## config.mk

```make
export PLATFORM = sky130hd
export DESIGN_NAME = csa_range
export DESIGN_NICKNAME = d
export VERILOG_FILES = /design/src/rtl/csa_pkg.sv /design/src/rtl/csa_range.sv
export SDC_FILE = /design/constraint.sdc
export NUM_CORES = 1
export LEC_CHECK = 0
export BUFFER_PORTS_ARGS = -buffer_cell sky130_fd_sc_hd__buf_2
export CORE_UTILIZATION = 51
export DETAILED_ROUTE_END_ITERATION = 6
export HOLD_SLACK_MARGIN = 0.06
export PLACE_DENSITY = 0.89
export SLEW_MARGIN = 20
export SYNTH_ARGS = -nofsm -noshare
export SYNTH_HDL_FRONTEND = slang
export SYNTH_SLANG_ARGS = --single-unit
```

## constraint.sdc

```tcl
create_clock -name clock -period 2.2 [get_ports clock]
set_clock_uncertainty 0.1 [all_clocks]
set_input_delay 0.44 -clock clock [delete_from_list [all_inputs] [get_ports clock]]
set_output_delay 0.44 -clock clock [all_outputs]
set_load 0.02 [all_outputs]
```

## src/rtl/csa_pkg.sv

```systemverilog
// ----------------------------------------------------------------------------
// csa_pkg
// Shared codes, field widths and types for the color slot allocator.
// ----------------------------------------------------------------------------
package csa_pkg;

   // Port field widths
   localparam int ACTION_W    = 3;
   localparam int SLOT_IN_W   = 12;
   localparam int COLOR_W     = 32;
   localparam int STATUS_W    = 3;
   localparam int SLOT_OUT_W  = 10;
   localparam int COUNT_OUT_W = 11;

   // Request actions
   typedef enum logic [ACTION_W-1:0] {
      ACT_ADD    = 3'd0,
      ACT_REMOVE = 3'd1,
      ACT_SET    = 3'd2,
      ACT_GET    = 3'd3,
      ACT_FORCE  = 3'd4,
      ACT_FLUSH  = 3'd5
   } action_type;

   // Response status codes
   typedef enum logic [STATUS_W-1:0] {
      STS_OK       = 3'd0,
      STS_FULL     = 3'd1,
      STS_RANGE    = 3'd2,
      STS_SAME     = 3'd3,
      STS_OVERFLOW = 3'd4
   } status_type;

   // Dirty range updates
   typedef enum logic [1:0] {
      RNG_HOLD  = 2'd0,
      RNG_WIDEN = 2'd1,
      RNG_SPAN  = 2'd2,
      RNG_CLEAR = 2'd3
   } range_op_type;

   // Sequencer states
   typedef enum logic {
      FSM_IDLE = 1'b0,
      FSM_EXEC = 1'b1
   } state_type;

endpackage

```

## src/rtl/csa_range.sv

```systemverilog
// ----------------------------------------------------------------------------
// csa_range
// Dirty index range tracker: widen to an index, span from zero, or clear.
// ----------------------------------------------------------------------------
module csa_range
   import csa_pkg::*;
#(
   parameter int IDX_W = 10
) (
   input  logic             clock,
   input  logic             reset,
   input  range_op_type     op,
   input  logic [IDX_W-1:0] idx,
   output logic             valid,
   output logic [IDX_W-1:0] low,
   output logic [IDX_W-1:0] high
);

   logic             valid_ff, valid_in;
   logic [IDX_W-1:0] low_ff, low_in;
   logic [IDX_W-1:0] high_ff, high_in;

   // Compute next range
   always_comb begin
      valid_in = valid_ff;
      low_in   = low_ff;
      high_in  = high_ff;
      case (op)
         RNG_WIDEN: begin
            if (valid_ff) begin
               if (idx < low_ff) begin
                  low_in = idx;
               end
               if (idx > high_ff) begin
                  high_in = idx;
               end
            end else begin
               valid_in = 1'b1;
               low_in   = idx;
               high_in  = idx;
            end
         end
         RNG_SPAN: begin
            valid_in = 1'b1;
            low_in   = '0;
            high_in  = idx;
         end
         RNG_CLEAR: begin
            valid_in = 1'b0;
            low_in   = '0;
            high_in  = '0;
         end
         default: begin
         end
      endcase
   end

   // Hold range registers
   always_ff @(posedge clock) begin
      if (reset) begin
         valid_ff <= 1'b0;
         low_ff   <= '0;
         high_ff  <= '0;
      end else begin
         valid_ff <= valid_in;
         low_ff   <= low_in;
         high_ff  <= high_in;
      end
   end

   assign valid = valid_ff;
   assign low   = low_ff;
   assign high  = high_ff;

endmodule

```

==> results of run 1 <==
[sequential cells by signal, indices dropped and copies added, names as in the netlist]
| name | cells |
|---|---|
| high | 10 |
| low | 10 |
| valid | 1 |
[worst reg2reg max path, cell delays in order, from the launching register on]
cell and delay, ns:
dfxtp_1 0.40, inv_1 0.06, ha_1 0.32, a211oi_2 0.23, o221ai_1 0.14, o32a_2 0.51, mux2i_1 0.17
[placed cells by master, fill, tap and decap left out, types with 2 or more instances in the layout]
master	Yosys	layout
ha_1	19	19
nand2_1	12	12
nor2_1	4	4
a22o_1	10	10
o21a_1	2	2
a41oi_1	2	2
a21o_1	2	2
nand4_1	4	4
a21oi_1	8	8
nand2b_1	11	11
buf_2	1	34
nand3_1	2	2
buf_4	0	9
mux2i_1	10	10
dfxtp_1	21	21
inv_1	21	21
clkbuf_4	0	3
[metrics by stage]
stage | std cells | power, W | worst slack, ns | hold slack [ns]
finish | 214 | 0.000885 | 0.154 | 0.301
global route | 214 | 0.000934 | 0.0761 | 0.301
CTS | 214 | 0.000890 | 0.127 | 0.302
detailed placement | 210 | 0.000705 | -0.139 | 0.379
global placement | 210 | 0.000688 | -0.0204 | 0.374
floorplan | 143 | 0.000607 | 0.252 | 0.458
[layer usage]
| metal | GRT usage [%] | vias up | part of all wire, % |
|---|---|---|---|
| met3 | 2.90 | 6 | 5.9 |
| met1 | 30.6 | 536 | 42 |
| li1 | - | 590 | - |
| met4 | 10.5 | 0 | 2.0 |
| met5 | 0 | - | 0 |
| met2 | 44.2 | 38 | 50 |
[how the worst min path moves through the flow]
stage | from | to | slack [ns]
CTS | idx[0] | low[0] | 0.30
finish | idx[0] | low[0] | 0.30
floorplan | high[1] | high[1] | 0.46
global route | idx[0] | low[0] | 0.30
global placement | high[1] | high[1] | 0.37
detailed placement | high[1] | high[1] | 0.38
[cells by family (layout without fill, tap and decap cells)]
group	count (synthesis)	after routing	share of synthesized area (%)
and+or+nand+nor	35	35	13.6
buffers and inverters	25	68	7.97
DFF	21	21	32.7
muxes	10	10	7.77
AOI/OAI and AO/OA	33	33	19.5
adders and majority gates	19	19	18.5
[report_power, final]
group | leakage, nW | internal (W) | switching [W]
logic | 0.574 | 0.000116 | 0.000153
clock network | 0.0150 | 0.0000708 | 0.000116
registers | 0.172 | 0.000407 | 0.0000217
[layout make-up]
| class | count | area (µm²) | share of cell area [%] |
|---|---|---|---|
| repair buffers | 43 | 238 | 15.2 |
| flip-flops and latches | 21 | 420 | 26.9 |
| multi-input cells | 97 | 766 | 49.0 |
| well taps | 28 | 35.0 | 2.24 |
| clock buffers | 4 | 26.3 | 1.68 |
| inverters | 21 | 78.8 | 5.04 |
==> metrics.md, run 1 <==
| Metric | Value |
|---|---|
| Detailed placement HPWL | 2.52 mm |
| Max cap viols | 0 |
| DRC | 0 |
| Number of synthesized flops with an enable pin | 0 |
| Yosys warnings | 0 |
| Worst hold path depth | 2 |
| Initial Util | 56.0% |
| Worst min-delay path class | input pin to flop |
| Main synth FF type | dfxtp_1 |
| FF-to-FF path depth | 6 |
| Syn nets | 176 |
| Crit path kind | flop to flop |
| Chip width | 52.2 µm |
| Inserted Clock Buffers | 3 |
| Setup Viol. Count Final | 0 |
| FILL cells | 179 |
| Cts repair resizes | 1 |
| Mapped cell area | 0.00129 mm² |
| Setup crit end kind | flop |
| Grt total ovfl | 0 |
| Worst EP arrival | about 2.1 ns |
| Largest delay share family, worst path | compound AO/OA/AOI/OAI gates |
| Post-layout instance area | around 0.0016 mm² |
| Wirelength, routed | 3.09 mm |
| Antenna Nets Post-Route | 0 |
| 1st-pass router iterations | 4 |
| Final GP Congestion | between 0.8 and 0.9 |
| Syn Inst Count | between 100 and 150 |
| Initial antenna violation count | 0 |
| Placed cell area | 0.00154 mm² |
| Post-synth top area share | between 30 and 40% |
| Clock buffer depth | 2 |
| Leakage | 0.762 nW |
| Root buffer cell | clkbuf_4 |
| First-pass GRT wire length | 5.02 mm |
| P&R area growth vs syn | 21.5% |
| CP Cell Sequence | inv_1 > ha_1 > a211oi_2 > o221ai_1 > o32a_2 > mux2i_1 |
| R2R Path End | high[0] |
| GRT Total Usage | 25.1% |
| Vias per cell | approximately 5.5 |
| Worst setup path endpoint | high[0] |
| Buffers and inverters on the worst path | 1 |
| Number of global-route vias before repair | 1121 |
| Final Slew Violations | 0 |
| Crit path from | high[7] |
| Worst-margin pin slew | 0.421 ns |
| CTS tree | built |
| Max Fclk | 489 MHz |
| 1st-iter DRT viols | 30 |
| Final core occ | 68.1% |
| Largest cells by area after synthesis | dfxtp_1 33%, ha_1 18%, mux2i_1 7.8% |
| Post-CTS Hold Fix Bufs | 0 |
| Die area | ~0.0027 mm² |
| CTS clk-pin slew, worst paths | 0.11 ns |
| Min cycle time layout | 2.05 ns |
| Final nets | 220 |
| Cell Rows | 17 |
| Antenna Cells | 0 |
| Commonest cells post-synth | 21 x dfxtp_1, 21 x inv_1, 19 x ha_1, 12 x nand2_1, 11 x nand2b_1 |
| Max stage delay on crit path | 0.51 ns |
| TNS Setup | 0 ns |
| Unique masters post-synth | 28 |
| Minimum setup slack among reg-to-reg paths | 0.15 ns |
| Vias post-DR | 1170 |
| Die H | 52.2 µm |
| Total stage count of the critical path | 6 |
| RSZ-0062 raised after global routing | false |
| Wirelength per Cell | between 10 and 15 µm |
| Seq/Total Area, Yosys | 32.7% |
| Post-CTS setup buffer count | 0 |
| Clk_lat worst skew | around 0.30 ns |
| Core area | 0.00230 mm² |
| Final Hold Vio Count | 0 |
| Largest net degree at the start of global routing | 14 |
| CP max-delay cell | o32a_2 |
| Async SR Flop Fraction | 0% |
| Syn Area/Cell | 9.00 µm² |
| Clock sinks | 21 |
| Peak VDD IR | 0.000366 V |
| Period Utilization, post-route | 93.0% |
| Boundary Pins | 35 |
| Power density cells | between 500 and 600 mW/mm² |
| Reg-to-Reg Start | high[7] |
| Layout cells sized above 1 | 26.3% |
| Status | finished clean |
| CP max FO | 10 |
| Yosys reg bits | 21 |
| Startpoint Class | flop |
| Number of port buffers | 34 |
| WP data required | 2.29 ns |
| H-tree lvl count | 1 |
| Slew Limit Headroom | 71.9% |
| Synth area leader | dfxtp_1 |
Power figures use the tool's default switching activity.
==> inputs of run 2 (changes only) <==
- CORE_UTILIZATION: 51 -> 40
- PLACE_DENSITY: 0.89 -> 0.75
==> run 2 against run 1 <==
Effect of this change: first-iteration DRC count up 6.7%; critical path type unchanged; sequential cell count unchanged; sequential share of layout area up 0.33 points; total power down 2.3%; setup slack better by 0.092 ns.
==> metrics.md, run 2 (synthesized netlist as in run 1, its figures left out) <==
| Metric | Value |
|---|---|
| Max Fclk | 512 MHz (was 489 MHz) |
| Final Hold Vio Count | 0 (unchanged) |
| Status | finished clean (unchanged) |
| Boundary Pins | 35 (unchanged) |
| Minimum setup slack among reg-to-reg paths | 0.25 ns (was 0.15 ns) |
| Largest net degree at the start of global routing | 14 (unchanged) |
| Layout cells sized above 1 | 23.8% (was 26.3%) |
| Clk_lat worst skew | 0.30 ns (about the same) |
| Vias post-DR | 1097 (was 1170) |
| Startpoint Class | flop (unchanged) |
| CP Cell Sequence | inv_1 > ha_1 > a21oi_1 > o21a_1 > a41oi_1 > o21ai_2 > buf_4 > a22o_1 (was inv_1 > ha_1 > a211oi_2 > o221ai_1 > o32a_2 > mux2i_1) |
| DRC | 0 (unchanged) |
| WHS | 0.307 ns (was 0.301 ns) |
| Final nets | 215 (was 220) |
| Setup Viol. Count Final | 0 (unchanged) |
| Root buffer cell | clkbuf_4 (unchanged) |
| Hold endpoint | low[9] (was low[0]) |
| H-tree lvl count | 1 (unchanged) |
| TNS Setup | 0 ns (unchanged) |
| Antenna Cells | 0 (unchanged) |
| FF-to-FF path depth | 8 (was 6) |
| Clock sinks | 21 (unchanged) |
| Wirelength, routed | 2.66 mm (was 3.09 mm) |
| CP max-delay cell | dfxtp_1 (was o32a_2) |
| Worst hold path depth | 2 (unchanged) |
| Hold path startpoint | idx[9] (was idx[0]) |
| Clock buffer depth | 2 (unchanged) |
| R2R Path End | low[4] (was high[0]) |
| Worst EP arrival | 2.06 ns (was 2.14 ns) |
| Number of global-route vias before repair | 1052 (was 1121) |
| Post-CTS setup buffer count | 0 (unchanged) |
| Power density cells | 560 mW/mm² (was 566 mW/mm²) |
| Cts repair resizes | 0 (was 1) |
| 1st-iter DRT viols | 32 (was 30) |
| Leading cell type in the layout, fill and taps excluded | buf_2 (unchanged) |
| GRT Total Usage | 17.8% (was 25.1%) |
| Number of port buffers | 34 (unchanged) |
| 1st-pass router iterations | 4 (unchanged) |
| Final Slew Violations | 0 (unchanged) |
| Post-CTS Hold Fix Bufs | 0 (unchanged) |
| Peak VDD IR | 0.000378 V (was 0.000366 V) |
| Vias per cell | 4.88 (was 5.47) |
| Max cap viols | 0 (unchanged) |
| Die area | 0.00345 mm² (was 0.00273 mm²) |
| Leakage | 0.738 nW (was 0.762 nW) |
| Worst-margin pin slew | 0.325 ns (was 0.421 ns) |
| Die H | 58.7 µm (was 52.2 µm) |
| Max stage delay on crit path | 0.37 ns (was 0.51 ns) |
| RSZ-0062 raised after global routing | false (unchanged) |
| Initial Util | 42.2% (was 56.0%) |
| Cell Rows | 20 (was 17) |
| Placed Cells | 221 (was 210) |
| Min cycle time layout | 1.95 ns (was 2.05 ns) |
| Most frequent cells in the layout | 34 x buf_2, 21 x inv_1, 21 x dfxtp_1 (unchanged) |
| Reg-to-Reg Start | low[7] (was high[7]) |
| Worst min-delay path class | input pin to flop (unchanged) |
| WP data required | 2.31 ns (was 2.29 ns) |
| P&R area growth vs syn | 20.0% (was 21.5%) |
| Setup crit end kind | flop (unchanged) |
| Period Utilization, post-route | 88.8% (was 93.0%) |
| Final GP Congestion | 0.781 (was 0.826) |
| Inserted Clock Buffers | 3 (unchanged) |
| First-pass GRT wire length | 4.60 mm (was 5.02 mm) |
| Wirelength per Cell | 11.8 µm (was 14.4 µm) |
| Core area | 0.00305 mm² (was 0.00230 mm²) |
| Crit path kind | flop to flop (unchanged) |
| CTS clk-pin slew, worst paths | 0.11 ns (about the same) |
| Slew Limit Headroom | 78.3% (was 71.9%) |
| CTS tree | built (unchanged) |
| Antenna Nets Post-Route | 0 (unchanged) |
| Initial antenna violation count | 0 (unchanged) |
| CP max FO | 8 (was 10) |
| Detailed placement HPWL | 2.11 mm (was 2.52 mm) |
| Grt total ovfl | 0 (unchanged) |
| Chip width | 58.7 µm (was 52.2 µm) |
| Finished Layout Cells | 225 (was 214) |
run 2: cell types whose count changed in the layout (fill, tap and decap cells not counted):
| cell | before | now |
|---|---|---|
| o32a_2 | 1 | 0 |
| buf_4 | 9 | 4 |
| o32a_1 | 0 | 1 |
run 2: how the worst max path moves through the flow:
stage / from / endpoint / depth (start not counted)
floorplan: high[7] / high[0] / 7
global placement: idx[3] / low[5] / 7
detailed placement: idx[3] / low[8] / 7
CTS: low[3] / low[5] / 7
global route: high[7] / high[6] / 8
finish: low[7] / low[4] / 8
run 2: worst max-delay path: cells and delay by family (launching register included):
family | cells | cell delay [ns]
AOI/OAI and AO/OA | 5 | 0.89
adders and majority gates | 1 | 0.29
buffers and inverters | 2 | 0.22
DFF | 1 | 0.37
run 2: layout make-up:
class                   instances  area [µm²]
repair buffers                 38         200
well taps                      44        55.1
clock buffers                   4        26.3
inverters                      21        78.8
flip-flops and latches         21         420
multi-input cells              97         764
fillers                       310        1510
run 2: metal layers:
layer | GRT usage [%] | wire [µm] | up-vias
met1 | 23.1 | 1370 | 490
met2 | 28.6 | 1120 | 22
met3 | 4.62 | 141 | 4
li1 | - | - | 581
met4 | 5.78 | 29 | 0
met5 | 0 | 0 | -
run 2: stage by stage:
step	cell area, µm²	power [W]	setup slack [ns]	utilization (%)
after floorplan	1290	0.000607	0.252	-
after global placement	1520	0.000686	0.0689	49.8
after detailed placement	1520	0.000691	0.0550	49.8
after CTS	1550	0.000878	0.241	50.6
after global routing	1550	0.000928	0.0761	50.6
final	1550	0.000865	0.246	50.6
run 2: power by group:
part,internal [W],leakage [nW],switching [W]
combinational,0.000109,0.550,0.000145
sequential,0.000407,0.172,0.0000207
clock,0.0000707,0.0150,0.000113
==> inputs of run 3 (changes only) <==
- CELL_PAD_IN_SITES_DETAIL_PLACEMENT: not set -> 1
- CELL_PAD_IN_SITES_GLOBAL_PLACEMENT: not set -> 1
- CORE_UTILIZATION: 40 -> 38
- PLACE_DENSITY: 0.75 -> 0.89
==> run 3 against run 2 <==
Effect of this change: non-clock buffer count grew 1; total power increased by 3.3%; maximum frequency is 2.0% lower; global-route usage increased by 3.3 points; clock power up 7%; final cell count increased by 0.44%; worst hold slack worse by 0.014 ns; critical path depth decreased by 1; critical path type unchanged; combinational power is 6% higher; register-to-register slack worse by 0.04 ns; sequential power is essentially flat.
==> metrics.md, run 3 (synthesized netlist as in run 1, its figures left out) <==
| Metric | Value |
|---|---|
| Status | finished clean (unchanged) |
| FILL cells | 390 (was 310) |
| Clock buffer depth | 2 (unchanged) |
| Die area | 0.00362 mm² (was 0.00345 mm²) |
| Die H | 60.2 µm (was 58.7 µm) |
| 1st-pass router iterations | 4 (unchanged) |
| Power density cells | 575 mW/mm² (was 560 mW/mm²) |
| Post-CTS setup buffer count | 0 (unchanged) |
| DP Worst Slack | -0.000528 ns (was 0.0550 ns) |
| Boundary Pins | 35 (unchanged) |
| Max stage delay on crit path | 0.38 ns (was 0.37 ns) |
| Max Fclk | 502 MHz (was 512 MHz) |
| Worst EP arrival | 2.14 ns (was 2.06 ns) |
| WP data required | 2.35 ns (was 2.31 ns) |
| GRT Total Usage | 21.1% (was 17.8%) |
| Number of global-route vias before repair | 1285 (was 1052) |
| Slew Limit Headroom | 74.3% (was 78.3%) |
| Detailed placement HPWL | 2.83 mm (was 2.11 mm) |
| Chip width | 60.2 µm (was 58.7 µm) |
| CP max-delay cell | dfxtp_1 (unchanged) |
| Peak VDD IR | 0.000258 V (was 0.000378 V) |
| Max cap viols | 0 (unchanged) |
| Antenna Nets Post-Route | 0 (unchanged) |
| Setup crit end kind | flop (unchanged) |
| Overall power | 0.000893 W (was 0.000865 W) |
| Core area | 0.00313 mm² (was 0.00305 mm²) |
| FF-to-FF path depth | 7 (was 8) |
| Final nets | 216 (was 215) |
| P&R area growth vs syn | 20.7% (was 20.0%) |
| Clk_lat worst skew | 0.32 ns (was 0.30 ns) |
| RSZ-0062 raised after global routing | false (unchanged) |
| First-pass GRT wire length | 5.49 mm (was 4.60 mm) |
| Final WS setup | 0.207 ns (was 0.246 ns) |
| CTS clk-pin slew, worst paths | 0.13 ns (was 0.11 ns) |
| Root buffer cell | clkbuf_4 (unchanged) |
| Cell Rows | 20 (unchanged) |
| Clock sinks | 21 (unchanged) |
| Cts repair resizes | 0 (unchanged) |
| H-tree lvl count | 1 (unchanged) |
| Startpoint Class | flop (unchanged) |
| Wirelength, routed | 3.41 mm (was 2.66 mm) |
| Most frequent cells in the layout | 34 x buf_2, 21 x inv_1, 21 x dfxtp_1 (unchanged) |
| Initial antenna violation count | 0 (unchanged) |
| Final Slew Violations | 0 (unchanged) |
| Minimum setup slack among reg-to-reg paths | 0.21 ns (was 0.25 ns) |
| 1st-iter DRT viols | 21 (was 32) |
| Area occupied by registers | 420 µm² (unchanged) |
| Inserted Clock Buffers | 3 (unchanged) |
| Initial Util | 41.2% (was 42.2%) |
| Post-CTS Hold Fix Bufs | 0 (unchanged) |
| Final Hold Vio Count | 0 (unchanged) |
| Area of the multi-input gates | 764 µm² (unchanged) |
| Antenna Cells | 0 (unchanged) |
| DRC | 0 (unchanged) |
| Final GP Congestion | 0.741 (was 0.781) |
| Period Utilization, post-route | 90.6% (was 88.8%) |
| Setup Viol. Count Final | 0 (unchanged) |
| Min cycle time layout | 1.99 ns (was 1.95 ns) |
| Largest net degree at the start of global routing | 14 (unchanged) |
| Number of port buffers | 34 (unchanged) |
| Leakage | 0.745 nW (was 0.738 nW) |
| Vias per cell | 5.26 (was 4.88) |
| Layout cells sized above 1 | 24.7% (was 23.8%) |
| Vias post-DR | 1189 (was 1097) |
| Grt total ovfl | 0 (unchanged) |
| Leading cell type in the layout, fill and taps excluded | buf_2 (unchanged) |
| CP max FO | 6 (was 8) |
| CP Cell Sequence | inv_1 > ha_1 > a211oi_2 > o221ai_1 > o32a_1 > buf_4 > mux2i_1 (was inv_1 > ha_1 > a21oi_1 > o21a_1 > a41oi_1 > o21ai_2 > buf_4 > a22o_1) |
| Crit path kind | flop to flop (unchanged) |
| Worst-margin pin slew | 0.385 ns (was 0.325 ns) |
| Wirelength per Cell | 15.1 µm (was 11.8 µm) |
| Worst min-delay path class | input pin to flop (unchanged) |
| TNS Setup | 0 ns (unchanged) |
| Worst hold path depth | 2 (unchanged) |
| CTS tree | built (unchanged) |
run 3: cell types whose count changed in the layout (fill, tap and decap cells not counted):
cell,change
clkinv_2,+1
clkbuf_1,-1
buf_4,+1
run 3: critical path: cells and delay by family (launching register included):
family                   cells  cell delay, ns
multiplexers                 1            0.18
flip-flops                   1            0.38
adder cells (fa/ha/maj)      1            0.30
AO/OA/AOI/OAI                3            0.73
buffers and inverters        2            0.23
run 3: worst paths after layout:
path	startpoint	endpoint
worst min register to register	high[5]	high[5]
worst max register to register	high[7]	high[3]
worst min-delay path	idx[2]	low[2]
worst max-delay path	high[7]	high[3]
run 3: per-layer routing:
metal / GRT usage, % / routed length [µm] / vias to the layer above
met1: 22.6 / 1430 / 574
met2: 39.2 / 1820 / 28
li1: - / - / 583
met4: 10.6 / 54 / 0
met3: 3.25 / 112 / 4
met5: 0 / 0 / -
run 3: metrics by stage:
step,cells,cell area (µm²),utilization (%),hold slack [ns]
final,226,1550,49.7,0.293
after global routing,226,1550,49.7,0.289
after CTS,226,1550,49.7,0.285
after detailed placement,222,1530,48.8,0.387
after global placement,222,1530,48.8,0.374
after floorplan,143,1290,-,0.458
run 3: area by class of cell:
| class | instances | share of cell area [%] |
|---|---|---|
| clock buffers | 3 | 1.45 |
| clock inverters | 1 | 0.322 |
| inverters | 21 | 5.07 |
| multi-input cells | 97 | 49.2 |
| flip-flops and latches | 21 | 27.1 |
| well taps | 44 | 3.54 |
| repair buffers | 39 | 13.4 |
run 3: power by group:
| group | internal [W] | total, W | switching [W] |
|---|---|---|---|
| Combinational | 0.000113 | 0.000268 | 0.000155 |
| Clock | 0.0000681 | 0.000196 | 0.000128 |
| Sequential | 0.000407 | 0.000430 | 0.0000223 |
